==> src/design/tlr_pkg.sv <==
`default_nettype none

package tlr_pkg;

    // Field widths.
    localparam int COORD_BITS    = 16;
    localparam int PIX_BITS      = COORD_BITS + 1;
    localparam int COLOR_BITS    = 32;
    localparam int WIDTH_BITS    = 6;
    localparam int MAX_PEN_WIDTH = 63;

    // Internal widths: Bresenham error terms and disc state.
    localparam int ERR_BITS  = PIX_BITS + 1;
    localparam int DISC_BITS = WIDTH_BITS + 1;
    localparam int DERR_BITS = DISC_BITS + 2;

    // Stream word widths, padded to whole bytes.
    localparam int S_FIELD_BITS = 4 * COORD_BITS + COLOR_BITS + WIDTH_BITS;
    localparam int S_TDATA_BITS = ((S_FIELD_BITS + 7) / 8) * 8;
    localparam int M_FIELD_BITS = 2 * PIX_BITS + COLOR_BITS;
    localparam int M_TDATA_BITS = ((M_FIELD_BITS + 7) / 8) * 8;

    // Input word kind carried in tuser.
    typedef enum logic {
        OP_START = 1'b0,
        OP_STEP  = 1'b1
    } t_op;

    // Which row offset a write uses, relative to the disc center.
    typedef enum logic [1:0] {
        SPAN_UP_Y = 2'd0,
        SPAN_DN_Y = 2'd1,
        SPAN_UP_X = 2'd2,
        SPAN_DN_X = 2'd3
    } t_span_sel;

    // Datapath update issued with an emitted write.
    typedef enum logic [2:0] {
        ACT_HOLD       = 3'd0,
        ACT_INC        = 3'd1,
        ACT_TO_TOP     = 3'd2,
        ACT_NEW_ROW    = 3'd3,
        ACT_NEXT_POINT = 3'd4
    } t_act;

    typedef struct packed {
        logic      load;
        logic      setup;
        logic      emit;
        logic      last;
        t_span_sel sel;
        t_act      act;
    } t_dp_cmd;

    typedef struct packed {
        logic over_x;
        logic over_y;
        logic disc_more;
        logic line_end;
    } t_dp_status;

endpackage

`default_nettype wire

==> src/design/tlr_ctrl.sv <==
`default_nettype none

module tlr_ctrl import tlr_pkg::*; (
    input  logic       i_clk,
    input  logic       i_rst_n,
    input  logic       s_axis_tvalid,
    output logic       s_axis_tready,
    input  t_op        i_op,
    output logic       m_axis_tvalid,
    input  logic       m_axis_tready,
    input  t_dp_status i_status,
    output t_dp_cmd    o_cmd
);

    typedef enum logic [5:0] {
        ST_IDLE  = 6'b000001,
        ST_SETUP = 6'b000010,
        ST_PH0   = 6'b000100,
        ST_PH1   = 6'b001000,
        ST_PH2   = 6'b010000,
        ST_PH3   = 6'b100000
    } t_state;

    t_state r_state;
    t_state n_state;
    logic   r_out_valid;
    logic   n_out_valid;
    logic   w_take;
    logic   w_busy;

    // Input is taken, outside the setup state, whenever the output slot is free or being emptied.
    assign s_axis_tready = (r_state != ST_SETUP) && (!r_out_valid || m_axis_tready);
    assign w_take        = s_axis_tvalid && s_axis_tready;
    assign m_axis_tvalid = r_out_valid;
    assign w_busy        = (r_state == ST_PH0) || (r_state == ST_PH1) ||
                           (r_state == ST_PH2) || (r_state == ST_PH3);

    // Next state and datapath command.
    always_comb begin
        n_state     = r_state;
        n_out_valid = r_out_valid && !m_axis_tready;
        o_cmd       = '0;
        o_cmd.sel   = SPAN_UP_Y;
        o_cmd.act   = ACT_HOLD;

        case (r_state)
            ST_PH1: begin
                o_cmd.sel = SPAN_DN_Y;
            end
            ST_PH2: begin
                o_cmd.sel = SPAN_UP_X;
            end
            ST_PH3: begin
                o_cmd.sel = SPAN_DN_X;
            end
            default: begin
                o_cmd.sel = SPAN_UP_Y;
            end
        endcase

        if (r_state == ST_SETUP) begin
            o_cmd.setup = 1'b1;
            n_state     = ST_PH0;
        end

        if (w_take && (i_op == OP_START)) begin
            o_cmd.load = 1'b1;
            n_state    = ST_SETUP;
        end else if (w_take && w_busy) begin
            o_cmd.emit  = 1'b1;
            n_out_valid = 1'b1;
            case (r_state)
                ST_PH0: begin
                    n_state = ST_PH1;
                end
                ST_PH1: begin
                    if (i_status.over_x) begin
                        o_cmd.act = ACT_TO_TOP;
                        n_state   = ST_PH2;
                    end else begin
                        o_cmd.act = ACT_INC;
                        n_state   = ST_PH0;
                    end
                end
                ST_PH2: begin
                    n_state = ST_PH3;
                end
                ST_PH3: begin
                    if (!i_status.over_y) begin
                        o_cmd.act = ACT_INC;
                        n_state   = ST_PH2;
                    end else if (i_status.disc_more) begin
                        o_cmd.act = ACT_NEW_ROW;
                        n_state   = ST_PH0;
                    end else if (i_status.line_end) begin
                        o_cmd.last = 1'b1;
                        n_state    = ST_IDLE;
                    end else begin
                        o_cmd.act = ACT_NEXT_POINT;
                        n_state   = ST_PH0;
                    end
                end
                default: begin
                    n_state = r_state;
                end
            endcase
        end
    end

    // State and output valid flag.
    always_ff @(posedge i_clk) begin
        if (!i_rst_n) begin
            r_state     <= ST_IDLE;
            r_out_valid <= 1'b0;
        end else begin
            r_state     <= n_state;
            r_out_valid <= n_out_valid;
        end
    end

endmodule

`default_nettype wire

==> src/design/tlr_datapath.sv <==
`default_nettype none

module tlr_datapath import tlr_pkg::*; (
    input  logic                        i_clk,
    input  logic signed [COORD_BITS-1:0] i_from_x,
    input  logic signed [COORD_BITS-1:0] i_from_y,
    input  logic signed [COORD_BITS-1:0] i_to_x,
    input  logic signed [COORD_BITS-1:0] i_to_y,
    input  logic [COLOR_BITS-1:0]       i_pen_color,
    input  logic [WIDTH_BITS-1:0]       i_pen_width,
    input  t_dp_cmd                     i_cmd,
    output t_dp_status                  o_status,
    output logic signed [PIX_BITS-1:0]  o_pix_x,
    output logic signed [PIX_BITS-1:0]  o_pix_y,
    output logic [COLOR_BITS-1:0]       o_pix_color,
    output logic                        o_last
);

    // Captured start command.
    logic signed [COORD_BITS-1:0] r_fx, r_fy, r_tx, r_ty;
    logic [COORD_BITS-1:0]        r_dx, r_dy;
    logic                         r_x_neg, r_y_neg, r_x_eq, r_y_eq;
    logic [WIDTH_BITS-1:0]        r_radius;
    logic [COLOR_BITS-1:0]        r_color;

    // Line stepping state.
    logic                       r_steep;
    logic signed [PIX_BITS-1:0] r_cur_major, r_cur_minor, r_end_major;
    logic signed [1:0]          r_minor_step;
    logic [ERR_BITS-1:0]        r_line_error, r_err_inc, r_err_thr;
    logic [ERR_BITS-1:0]        r_bres_sum;
    logic signed [PIX_BITS-1:0] r_minor_mv;

    // Disc state; the span offset is relative to the disc center x.
    logic signed [DISC_BITS-1:0] r_disc_x, r_disc_y, r_span_off;
    logic signed [DERR_BITS-1:0] r_disc_err;

    // Output word.
    logic signed [PIX_BITS-1:0] r_pix_x, r_pix_y;
    logic [COLOR_BITS-1:0]      r_pix_color;
    logic                       r_last;

    logic signed [COORD_BITS:0]   w_dx_p, w_dx_m, w_dy_p, w_dy_m;
    logic [WIDTH_BITS-1:0]        w_width;
    logic                         w_steep, w_swap, w_minor_eq, w_minor_neg;
    logic signed [COORD_BITS-1:0] w_fmaj, w_tmaj, w_fmin;
    logic [COORD_BITS-1:0]        w_dmaj, w_dmin;
    logic signed [1:0]            w_minor_step;
    logic [ERR_BITS-1:0]          w_inc;
    logic signed [DISC_BITS-1:0]  w_rad_s;
    logic signed [DISC_BITS-1:0]  w_dx1, w_dy1;
    logic signed [DERR_BITS-1:0]  w_de1;
    logic signed [PIX_BITS-1:0]   w_cx, w_cy, w_py;
    logic                         w_ge;

    // Endpoint differences in both directions, picked by sign.
    assign w_dx_p  = (COORD_BITS + 1)'(i_to_x) - (COORD_BITS + 1)'(i_from_x);
    assign w_dx_m  = (COORD_BITS + 1)'(i_from_x) - (COORD_BITS + 1)'(i_to_x);
    assign w_dy_p  = (COORD_BITS + 1)'(i_to_y) - (COORD_BITS + 1)'(i_from_y);
    assign w_dy_m  = (COORD_BITS + 1)'(i_from_y) - (COORD_BITS + 1)'(i_to_y);
    assign w_width = (i_pen_width > WIDTH_BITS'(MAX_PEN_WIDTH)) ?
                     WIDTH_BITS'(MAX_PEN_WIDTH) : i_pen_width;

    // Major axis choice and endpoint ordering.
    always_comb begin
        w_steep      = r_dy > r_dx;
        w_swap       = w_steep ? r_y_neg : r_x_neg;
        w_fmaj       = w_steep ? (w_swap ? r_ty : r_fy) : (w_swap ? r_tx : r_fx);
        w_tmaj       = w_steep ? (w_swap ? r_fy : r_ty) : (w_swap ? r_fx : r_tx);
        w_fmin       = w_steep ? (w_swap ? r_tx : r_fx) : (w_swap ? r_ty : r_fy);
        w_dmaj       = w_steep ? r_dy : r_dx;
        w_dmin       = w_steep ? r_dx : r_dy;
        w_minor_eq   = w_steep ? r_x_eq : r_y_eq;
        w_minor_neg  = (w_steep ? r_x_neg : r_y_neg) ^ w_swap;
        w_minor_step = w_minor_eq ? 2'sd0 : (w_minor_neg ? -2'sd1 : 2'sd1);
        w_inc        = ERR_BITS'(w_dmin) + ERR_BITS'(1);
    end

    assign w_rad_s = $signed({1'b0, r_radius});

    // Midpoint circle row advance.
    always_comb begin
        w_dy1 = r_disc_y + DISC_BITS'(1);
        if (r_disc_err < 0) begin
            w_dx1 = r_disc_x;
            w_de1 = r_disc_err + (DERR_BITS'(w_dy1) <<< 1) + DERR_BITS'(1);
        end else begin
            w_dx1 = r_disc_x - DISC_BITS'(1);
            w_de1 = r_disc_err +
                    ((DERR_BITS'(w_dy1) - DERR_BITS'(w_dx1) + DERR_BITS'(1)) <<< 1);
        end
    end

    // Disc center and the row of the current write.
    assign w_cx = r_steep ? r_cur_minor : r_cur_major;
    assign w_cy = r_steep ? r_cur_major : r_cur_minor;

    always_comb begin
        case (i_cmd.sel)
            SPAN_UP_Y: w_py = w_cy - PIX_BITS'(r_disc_y);
            SPAN_DN_Y: w_py = w_cy + PIX_BITS'(r_disc_y);
            SPAN_UP_X: w_py = w_cy - PIX_BITS'(r_disc_x);
            SPAN_DN_X: w_py = w_cy + PIX_BITS'(r_disc_x);
            default:   w_py = w_cy;
        endcase
    end

    assign w_ge = r_bres_sum >= r_err_thr;

    assign o_status.over_x    = r_span_off >= r_disc_x;
    assign o_status.over_y    = r_span_off >= r_disc_y;
    assign o_status.disc_more = w_dx1 >= w_dy1;
    assign o_status.line_end  = r_cur_major >= r_end_major;

    // Capture of a start command.
    always_ff @(posedge i_clk) begin
        if (i_cmd.load) begin
            r_fx     <= i_from_x;
            r_fy     <= i_from_y;
            r_tx     <= i_to_x;
            r_ty     <= i_to_y;
            r_dx     <= w_dx_p[COORD_BITS] ? w_dx_m[COORD_BITS-1:0] : w_dx_p[COORD_BITS-1:0];
            r_dy     <= w_dy_p[COORD_BITS] ? w_dy_m[COORD_BITS-1:0] : w_dy_p[COORD_BITS-1:0];
            r_x_neg  <= w_dx_p[COORD_BITS];
            r_y_neg  <= w_dy_p[COORD_BITS];
            r_x_eq   <= i_to_x == i_from_x;
            r_y_eq   <= i_to_y == i_from_y;
            r_radius <= w_width >> 1;
            r_color  <= i_pen_color;
        end
    end

    // Next-point error sum and moved minor coordinate, registered ahead of their use.
    always_ff @(posedge i_clk) begin
        r_bres_sum <= r_line_error + r_err_inc;
        r_minor_mv <= r_cur_minor + PIX_BITS'(r_minor_step);
    end

    // Line and disc stepping.
    always_ff @(posedge i_clk) begin
        if (i_cmd.setup) begin
            r_steep      <= w_steep;
            r_cur_major  <= PIX_BITS'(w_fmaj);
            r_cur_minor  <= PIX_BITS'(w_fmin);
            r_end_major  <= PIX_BITS'(w_tmaj);
            r_minor_step <= w_minor_step;
            r_err_inc    <= w_inc;
            r_err_thr    <= ERR_BITS'(w_dmaj) + ERR_BITS'(1);
            r_line_error <= w_inc >> 1;
            r_disc_x     <= w_rad_s;
            r_disc_y     <= '0;
            r_disc_err   <= DERR_BITS'(1) - DERR_BITS'(w_rad_s);
            r_span_off   <= -w_rad_s;
        end else if (i_cmd.emit) begin
            case (i_cmd.act)
                ACT_INC: begin
                    r_span_off <= r_span_off + DISC_BITS'(1);
                end
                ACT_TO_TOP: begin
                    r_span_off <= -r_disc_y;
                end
                ACT_NEW_ROW: begin
                    r_disc_x   <= w_dx1;
                    r_disc_y   <= w_dy1;
                    r_disc_err <= w_de1;
                    r_span_off <= -w_dx1;
                end
                ACT_NEXT_POINT: begin
                    r_line_error <= w_ge ? (r_bres_sum - r_err_thr) : r_bres_sum;
                    r_cur_minor  <= w_ge ? r_minor_mv : r_cur_minor;
                    r_cur_major  <= r_cur_major + PIX_BITS'(1);
                    r_disc_x     <= w_rad_s;
                    r_disc_y     <= '0;
                    r_disc_err   <= DERR_BITS'(1) - DERR_BITS'(w_rad_s);
                    r_span_off   <= -w_rad_s;
                end
                default: begin
                    r_span_off <= r_span_off;
                end
            endcase
        end
    end

    // Output word register.
    always_ff @(posedge i_clk) begin
        if (i_cmd.emit) begin
            r_pix_x     <= w_cx + PIX_BITS'(r_span_off);
            r_pix_y     <= w_py;
            r_pix_color <= r_color;
            r_last      <= i_cmd.last;
        end
    end

    assign o_pix_x     = r_pix_x;
    assign o_pix_y     = r_pix_y;
    assign o_pix_color = r_pix_color;
    assign o_last      = r_last;

endmodule

`default_nettype wire

==> src/design/thick_line_rasterizer_core.sv <==
// Channel   Dir  Word contents
// s_axis    in   tuser: op (0 start, 1 step); tdata: from_x, from_y, to_x, to_y,
//                pen_color, pen_width
// m_axis    out  tdata: pix_x, pix_y, pix_color; tlast: final write of the line
//
// A step word yields one pixel write and is taken every cycle while the output
// register is free or drained in the same cycle, so writes stream at one a cycle.
// The cycle after a start word orders the endpoints, and the input is not ready
// then. Reset is synchronous, active low, and leaves the block
// idle; a step word taken while idle yields nothing. A stalled output word holds
// its value and blocks the input until it is taken.
`default_nettype none

module thick_line_rasterizer_core import tlr_pkg::*; (
    input  logic                    i_clk,
    input  logic                    i_rst_n,
    input  logic                    s_axis_tvalid,
    output logic                    s_axis_tready,
    // from_x, from_y, to_x, to_y, pen_color, pen_width, zero fill
    input  logic [S_TDATA_BITS-1:0] s_axis_tdata,
    // op
    input  logic                    s_axis_tuser,
    output logic                    m_axis_tvalid,
    input  logic                    m_axis_tready,
    // pix_x, pix_y, pix_color, zero fill
    output logic [M_TDATA_BITS-1:0] m_axis_tdata,
    output logic                    m_axis_tlast
);

    t_dp_cmd                    w_cmd;
    t_dp_status                 w_status;
    logic signed [PIX_BITS-1:0] w_pix_x, w_pix_y;
    logic [COLOR_BITS-1:0]      w_pix_color;

    // Sequencer for disc spans and line points.
    tlr_ctrl u_ctrl (
        .i_clk         (i_clk),
        .i_rst_n       (i_rst_n),
        .s_axis_tvalid (s_axis_tvalid),
        .s_axis_tready (s_axis_tready),
        .i_op          (t_op'(s_axis_tuser)),
        .m_axis_tvalid (m_axis_tvalid),
        .m_axis_tready (m_axis_tready),
        .i_status      (w_status),
        .o_cmd         (w_cmd)
    );

    // Coordinate arithmetic and output word.
    tlr_datapath u_datapath (
        .i_clk       (i_clk),
        .i_from_x    (s_axis_tdata[COORD_BITS-1:0]),
        .i_from_y    (s_axis_tdata[2*COORD_BITS-1:COORD_BITS]),
        .i_to_x      (s_axis_tdata[3*COORD_BITS-1:2*COORD_BITS]),
        .i_to_y      (s_axis_tdata[4*COORD_BITS-1:3*COORD_BITS]),
        .i_pen_color (s_axis_tdata[4*COORD_BITS+COLOR_BITS-1:4*COORD_BITS]),
        .i_pen_width (s_axis_tdata[S_FIELD_BITS-1:4*COORD_BITS+COLOR_BITS]),
        .i_cmd       (w_cmd),
        .o_status    (w_status),
        .o_pix_x     (w_pix_x),
        .o_pix_y     (w_pix_y),
        .o_pix_color (w_pix_color),
        .o_last      (m_axis_tlast)
    );

    assign m_axis_tdata = M_TDATA_BITS'({w_pix_color, w_pix_y, w_pix_x});

endmodule

`default_nettype wire

==> config.mk <==
export PLATFORM = sky130hd
export DESIGN_NAME = thick_line_rasterizer_core
export DESIGN_NICKNAME = d
export VERILOG_FILES = /design/src/design/tlr_pkg.sv /design/src/design/tlr_ctrl.sv /design/src/design/tlr_datapath.sv /design/src/design/thick_line_rasterizer_core.sv
export SDC_FILE = /design/constraint.sdc
export NUM_CORES = 1
export LEC_CHECK = 0
export BUFFER_PORTS_ARGS = -buffer_cell sky130_fd_sc_hd__buf_2
export CAP_MARGIN = 20
export CORE_ASPECT_RATIO = 0.75
export CORE_MARGIN = 8
export CORE_UTILIZATION = 50
export DETAILED_ROUTE_END_ITERATION = 7
export HOLD_SLACK_MARGIN = 0.02
export MAX_ROUTING_LAYER = met4
export PLACE_DENSITY = 0.78
export SETUP_SLACK_MARGIN = 0.15
export SYNTH_ARGS = -nofsm -noshare
export SYNTH_HDL_FRONTEND = slang
export SYNTH_SLANG_ARGS = --single-unit
==> constraint.sdc <==
create_clock -name i_clk -period 14.2 [get_ports i_clk]
set_input_delay 0.71 -clock i_clk [delete_from_list [all_inputs] [get_ports i_clk]]
set_output_delay 0.71 -clock i_clk [all_outputs]
set_load 0.05 [all_outputs]
==> flow_metrics.py, run 1 <==
metrics = {
    "run_status": {
        "status": "complete, no violations",
    },
    "route": {
        "drt-pass1-iter-count": 5,
        "drc": 0,
        "postRouteAntennaNets": 0,
        "viasPerCell": 5.84,
        "first_iter_violations": 1954,
        "wirelength_um": 67900,
        "vias": 19900,
        "wl_per_cell_um": 20.0,
    },
    "grt": {
        "grt-busiest-layer": "met2",
        "grt_first_pass_wirelength_um": 106000,
        "grt_usage_pct": 22.9,
        "use_met1_pct": 31.4,
        "antenna_found_initial": 3,
        "use_met3_pct": 2.48,
        "grt_pass1_vias": 19400,
        "use_met2_pct": 36.0,
        "grt-ovfl-total": 0,
        "grt_max_degree": 90,
    },
    "cts": {
        "cts_num_sinks": 381,
        "post_cts_resized": 0,
        "clock_latency_ns": 0.58,
        "cts_buffer_depth": 3,
        "numCtsBuffers": 39,
        "path_clk_slew_ns": 0.06,
        "cts_tree": "done",
        "ctsHoldBuffers": 0,
        "root_buffer": "clkbuf_16",
        "postCtsSetupBuffers": 0,
        "h-tree-depth": 2,
    },
    "final_layout": {
        "finish.utilization_pct": 55.7,
        "fin_nets": 3064,
        "register_area_um2": 10900,
        "n_fill_cell": 4404,
        "drive_gt1_share_pct": 12.3,
        "syn2layout_area_growth_pct": 10.7,
        "multi_input_area_um2": 13600,
    },
    "critical_path": {
        "crit_arrival_ns": 5.47,
        "rr_worst_depth": 15,
        "cp-end-kind": "flop",
        "cp_slowest_cell": "nor3_1",
        "crit_chain": "nor3_1, nand3_1, nor2_1, xnor2_1, ha_1, nand2_1, nand3_1, o31ai_1, o41ai_2, nor3_4, nor2_2, inv_2, buf_12, nor2_1, inv_1",
        "crit_required_ns": 14.40,
        "cp_max_fo": 35,
        "startpoint": "u_datapath.r_disc_x[2]",
        "regToRegStartpoint": "u_datapath.r_disc_x[2]",
        "crit_type": "reg2reg",
        "slowest_delay_ns": 0.68,
        "cp-start-kind": "flop",
    },
    "die": {
        "start_util_pct": 50.3,
        "die_x_um": 278,
        "core_um2": 51200,
        "rows": 72,
        "dieHeight_um": 212,
        "die_area_um2": 59100,
        "io-pin-count": 184,
    },
    "yosys": {
        "synthXorXnorAreaFrac_pct": 7.11,
        "muxShareOfSynthArea_pct": 6.63,
        "synth_flop_cell": "edfxtp_1",
        "ys_ff_latch": 381,
        "syn_area_um2": 25700,
        "yosysMostFrequentCell": "edfxtp_1",
        "synthArstFlopShare_pct": 0,
        "yosys.area.top_type": "edfxtp_1",
        "ys_seq_area_share_pct": 42.5,
        "post_synth_and_or_nand_nor_area_fraction_pct": 12.2,
        "yosys.area.top_type_share_pct": 38.5,
        "ys_types": 82,
        "synth_fa_ha_area_share_pct": 12.6,
        "postSynthAreaPerCell_um2": 10.0,
        "synth_compound_area_share_pct": 14.0,
        "yosysWarnings": 0,
        "netlist_instances": 2562,
        "synthTopCellsByCount": "edfxtp_1 (330), ha_1 (240), inv_1 (227)",
        "netlist_top_cells_area": "edfxtp_1 (39%), ha_1 (12%), xnor2_1 (5.1%)",
        "synth_edf_count": 330,
        "synth_top_family_by_area": "compound AO/OA/AOI/OAI gates",
    },
    "place": {
        "io_buffers": 174,
        "gp_congestion": 0.970,
        "dp_slack_ns": 8.81,
        "hpwlAfterDp_um": 52200,
    },
    "sta": {
        "fin_crit_ns": 5.27,
        "tns_ns": 0,
        "rsz0062_at_grt": "no",
        "post-route-period-util_pct": 37.1,
        "setup_violations": 0,
        "finClkSkew_ns": 0.0311,
        "slew_violations": 0,
        "worstMarginPinSlew_ns": 1.07,
        "slew_headroom_pct": 29.0,
        "hold_violations": 0,
        "setup_slack_ns": 8.93,
        "clock.fmax_mhz": 190,
    },
    "flow_run": {
        "cap_violations": 0,
    },
    "worst_hold_path": {
        "worstHoldStart": "s_axis_tdata[72]",
        "whs_path_depth": 1,
        "hp-class": "in2reg",
    },
    "power": {
        "power_per_cell_area_nw_per_um2": 107,
        "p_leak_uw": 0.0118,
        "vdd_drop_max_mv": 0.0703,
    },
}
-- registers in the layout, summed over array words and instances (netlist names), 17 cells and up --
signal / count
u_datapath.r_err_inc: 17
u_datapath.r_minor_mv: 17
u_datapath.o_pix_x: 17
u_datapath.r_cur_major: 17
u_datapath.o_pix_y: 17
u_datapath.o_pix_color: 32
u_datapath.r_err_thr: 17
u_datapath.r_line_error: 18
u_datapath.r_cur_minor: 17
u_datapath.r_color: 32
u_datapath.r_bres_sum: 18
-- worst max-delay path: cells and delay by family, from the launching register on --
family | cells | cell delay, ns
AND/OR/NAND/NOR | 8 | 1.93
buffers and inverters | 3 | 1.15
AO/OA/AOI/OAI | 2 | 0.61
flip-flops | 1 | 0.54
adder cells (fa/ha/maj) | 1 | 0.36
XOR/XNOR | 1 | 0.30
-- power breakdown --
group          internal, uW  leakage (uW)  switching (uW)  total (uW)
registers              1290       0.00345            37.4        1330
logic                   269       0.00773             415         685
clock network           573      0.000618             460        1030
-- cells in the final DEF (no fill, tap or decap), drive strengths merged, types with 19 or more instances in the layout --
| cell | netlist | final |
|---|---|---|
| a211oi | 26 | 26 |
| a21o | 45 | 45 |
| a21oi | 190 | 190 |
| and3 | 24 | 24 |
| buf | 33 | 193 |
| clkbuf | 65 | 46 |
| clkinv | 0 | 19 |
| dfxtp | 51 | 51 |
| edfxtp | 330 | 330 |
| ha | 240 | 240 |
| inv | 229 | 231 |
| mux2 | 56 | 56 |
| mux2i | 107 | 107 |
| nand2 | 182 | 182 |
| nand2b | 20 | 20 |
| nand3 | 83 | 83 |
| nand4 | 33 | 33 |
| nor2 | 169 | 169 |
| nor2b | 46 | 46 |
| nor3 | 40 | 40 |
| o21a | 22 | 22 |
| o21ai | 133 | 133 |
| xnor2 | 150 | 150 |
| xor2 | 58 | 58 |
-- metal layers --
| metal | part of all wire (%) | wire length, um |
|---|---|---|
| met2 | 46 | 31100 |
| met1 | 46 | 31000 |
| met5 | 0 | 0 |
| met3 | 6.1 | 4110 |
| met4 | 2.5 | 1670 |
-- final timing paths --
| kind | endpoint | slack, ns |
|---|---|---|
| worst max register to register | u_datapath.r_disc_x[3] | 8.93 |
| worst max-delay path | u_datapath.r_disc_x[3] | 8.93 |
| worst min-delay path | u_datapath.r_color[8] | 0.30 |
| worst min register to register | u_datapath.o_pix_color[20] | 0.42 |
-- per-stage QoR --
| stage | instances | hold WS, ns | cell area (um^2) | total power (uW) |
|---|---|---|---|---|
| final | 3400 | 0.300 | 28500 | 3040 |
| after floorplan | 2567 | 0.400 | 25800 | 1830 |
| after detailed placement | 3326 | 0.405 | 27200 | 2020 |
| after global routing | 3399 | 0.266 | 28500 | 3170 |
| after CTS | 3397 | 0.262 | 28500 | 3050 |
| after global placement | 3326 | 0.400 | 27200 | 1990 |
-- area by class of cell --
| type | instances | share of cell area (%) |
|---|---|---|
| clock buffers | 46 | 3.55 |
| flip-flops and latches | 381 | 38.4 |
| diodes | 1 | 0.00878 |
| clock inverters | 25 | 0.878 |
| multi-input cells | 1859 | 47.6 |
| repair buffers | 193 | 3.59 |
| inverters | 229 | 3.04 |
| well taps | 666 | 2.93 |
-- kinds of logic after synthesis --
logic type,count (synthesis)
other,1
AOI/OAI and AO/OA,572
and+or+nand+nor,658
xor gates and xnor gates,208
muxes,163
buffers and inverters,327
adders and majority gates,252
DFF,381
(Power assumes the default switching activity.)
==> run 2: changes to the inputs <==
Settings changed: ABC_AREA set to 1, PLACE_DENSITY 0.78 to 0.81.
Clock period 14.2 ns to 4.4 ns, I/O delays scaled along.
==> flow_metrics.py, run 2 <==
metrics = {
    "cts": {
        "root_buffer": "clkbuf_16",
        "path_clk_slew_ns": 0.06,
        "numCtsBuffers": 38,
        "h-tree-depth": 2,
        "clock_latency_ns": 0.56,
        "cts_buffer_depth": 3,
        "cts_num_sinks": 381,
        "cts_tree": "done",
    },
    "grt": {
        "antenna_found_initial": 0,
        "grt_max_degree": 140,
        "grt_pass1_vias": 20700,
        "grt_usage_pct": 23.3,
        "grt-ovfl-total": 0,
        "grt_first_pass_wirelength_um": 109000,
    },
    "sta": {
        "hold_violations": 0,
        "slew_headroom_pct": 33.1,
        "setup_slack_ns": 0.368,
        "slew_violations": 0,
        "worstMarginPinSlew_ns": 1.00,
        "post-route-period-util_pct": 91.6,
        "rsz0062_at_grt": "no",
        "clock.fmax_mhz": 248,
        "fin_crit_ns": 4.03,
        "tns_ns": 0,
        "setup_violations": 0,
        "finClkSkew_ns": 0.0318,
    },
    "die": {
        "die_area_um2": 59300,
        "start_util_pct": 50.3,
        "io-pin-count": 184,
        "die_x_um": 279,
        "rows": 72,
        "dieHeight_um": 213,
        "core_um2": 51300,
    },
    "critical_path": {
        "crit_required_ns": 4.62,
        "crit_type": "reg2reg",
        "crit_arrival_ns": 4.26,
        "cp-endpoint": "u_datapath.r_cur_minor[14]",
        "rrSetupSlack_ns": 0.37,
        "rr_worst_depth": 21,
        "timing.rr.end": "u_datapath.r_cur_minor[14]",
        "cp_max_fo": 17,
        "cp-end-kind": "flop",
        "startpoint": "u_datapath.r_disc_x[1]",
        "regToRegStartpoint": "u_datapath.r_disc_x[1]",
        "cp-start-kind": "flop",
    },
    "yosys": {
        "ys_types": 63,
        "synth_flop_cell": "edfxtp_1",
        "ys_ff_latch": 381,
        "synth_edf_count": 330,
        "ys_seq_area_share_pct": 42.3,
        "postSynthAreaPerCell_um2": 8.59,
        "yosysWarnings": 0,
        "synthArstFlopShare_pct": 0,
        "netlist_top_cells_area": "edfxtp_1 (38%), ha_1 (12%), nand2_1 (9.6%)",
        "netlist_instances": 3009,
        "yosysMostFrequentCell": "nand2_1",
        "synthTopCellsByCount": "nand2_1 (663), inv_1 (344), edfxtp_1 (330)",
        "yosys.area.top_type": "edfxtp_1",
        "yosys.area.top_type_share_pct": 38.3,
        "syn_area_um2": 25900,
    },
    "final_layout": {
        "n_fill_cell": 4427,
        "design_area_um2": 29800,
        "multi_input_area_um2": 13300,
        "syn2layout_area_growth_pct": 15.1,
        "final_cell_mix": "nand2_1 (661), inv_1 (343), edfxtp_1 (330)",
        "drive_gt1_share_pct": 9.84,
        "register_area_um2": 10900,
        "finish.utilization_pct": 58.0,
        "final_common_cell": "nand2_1",
        "fin_nets": 3637,
    },
    "route": {
        "drc": 0,
        "drt-pass1-iter-count": 5,
        "wirelength_um": 69100,
        "wl_per_cell_um": 17.4,
        "viasPerCell": 5.53,
        "vias": 22000,
        "first_iter_violations": 2101,
        "postRouteAntennaNets": 0,
    },
    "place": {
        "io_buffers": 174,
        "gp_congestion": 0.995,
        "hpwlAfterDp_um": 53100,
        "postPlaceCellArea_um2": 27500,
        "dp_slack_ns": 0.465,
    },
    "worst_hold_path": {
        "hp-class": "in2reg",
        "worstHoldStart": "s_axis_tvalid",
    },
    "power": {
        "power_uw": 9570,
        "vdd_drop_max_mv": 0.256,
        "power_per_cell_area_nw_per_um2": 322,
        "p_leak_uw": 0.0132,
    },
    "run_status": {
        "status": "complete, no violations",
    },
    "flow_run": {
        "cap_violations": 0,
    },
}
-- run 2: layout make-up --
type / count / area share, %
clock buffer: 48 / 3.43
multi-input combinational: 2192 / 44.5
sequential: 381 / 36.8
clock inverter: 20 / 0.740
antenna: 1 / 0.00841
inverter: 356 / 4.52
timing repair buffer: 307 / 7.23
tap: 666 / 2.80
-- run 2: worst min-delay path by stage --
stage,cells after the start,end,slack (ns)
floorplan,1,u_ctrl.r_state[0],0.30
global placement,1,u_datapath.r_color[27],0.40
detailed placement,1,u_datapath.r_color[15],0.40
CTS,5,u_ctrl.r_state[5],0.06
global route,5,u_ctrl.r_state[5],0.1
finish,5,u_ctrl.r_state[5],0.08
-- run 2: through the flow --
step                hold WS (ns)  instances
finish                    0.0803       3971
floorplan                  0.299       3014
detailed placement         0.398       3798
CTS                       0.0567       3969
global route              0.0980       3970
global placement           0.396       3798
-- run 2: cell families (layout without fill, tap and decap cells) --
kind of cell	Yosys count	after routing	share of synthesized area [%]
multiplexers	17	17	0.663
adder cells (fa/ha/maj)	252	252	12.5
buffers and inverters	441	731	6.78
AO/OA/AOI/OAI	607	607	13.2
AND/OR/NAND/NOR	1138	1138	18.7
flip-flops	381	381	42.3
other	1	7	0.0145
XOR/XNOR	172	172	5.83
-- run 2: what timing repair did --
item | in CTS | in global routing
setup buffers | 0 | 1
gates resized for setup | 0 | 1
setup endpoints to repair | 0 | 9
hold endpoints to repair | 105 | 0
hold buffers | 103 | 0
-- run 2: critical path, cell delays in order, from the launching register on --
cell      delay (ns)
edfxtp_1        0.43
inv_1           0.15
ha_1            0.26
nand2_1         0.09
xor2_1          0.30
nand2_1         0.08
o21ai_0         0.17
inv_1           0.14
ha_1            0.30
inv_1           0.04
nor2_1          0.17
nand3_1         0.13
nand3_1         0.09
inv_1           0.05
nand3b_1        0.10
nand2_1         0.09
nor2_4          0.24
nand3_4         0.19
nand2_4         0.13
inv_2           0.13
nor2_1          0.13
buf_4           0.27
-- run 2: layer usage --
layer  vias up  GRT usage, %  routed length, um
met5         -             -                  0
met4         0          4.96               1400
met3       105          3.53               5580
met2       853          36.2              30600
met1     10200          32.5              31600
li1      10800             -                  -
-- run 2: report_power, final --
group	total [uW]	switching [uW]	leakage (uW)	internal, uW
clock	3290	1400	0.000610	1890
sequential	4240	95.3	0.00346	4140
combinational	2050	1340	0.00915	711
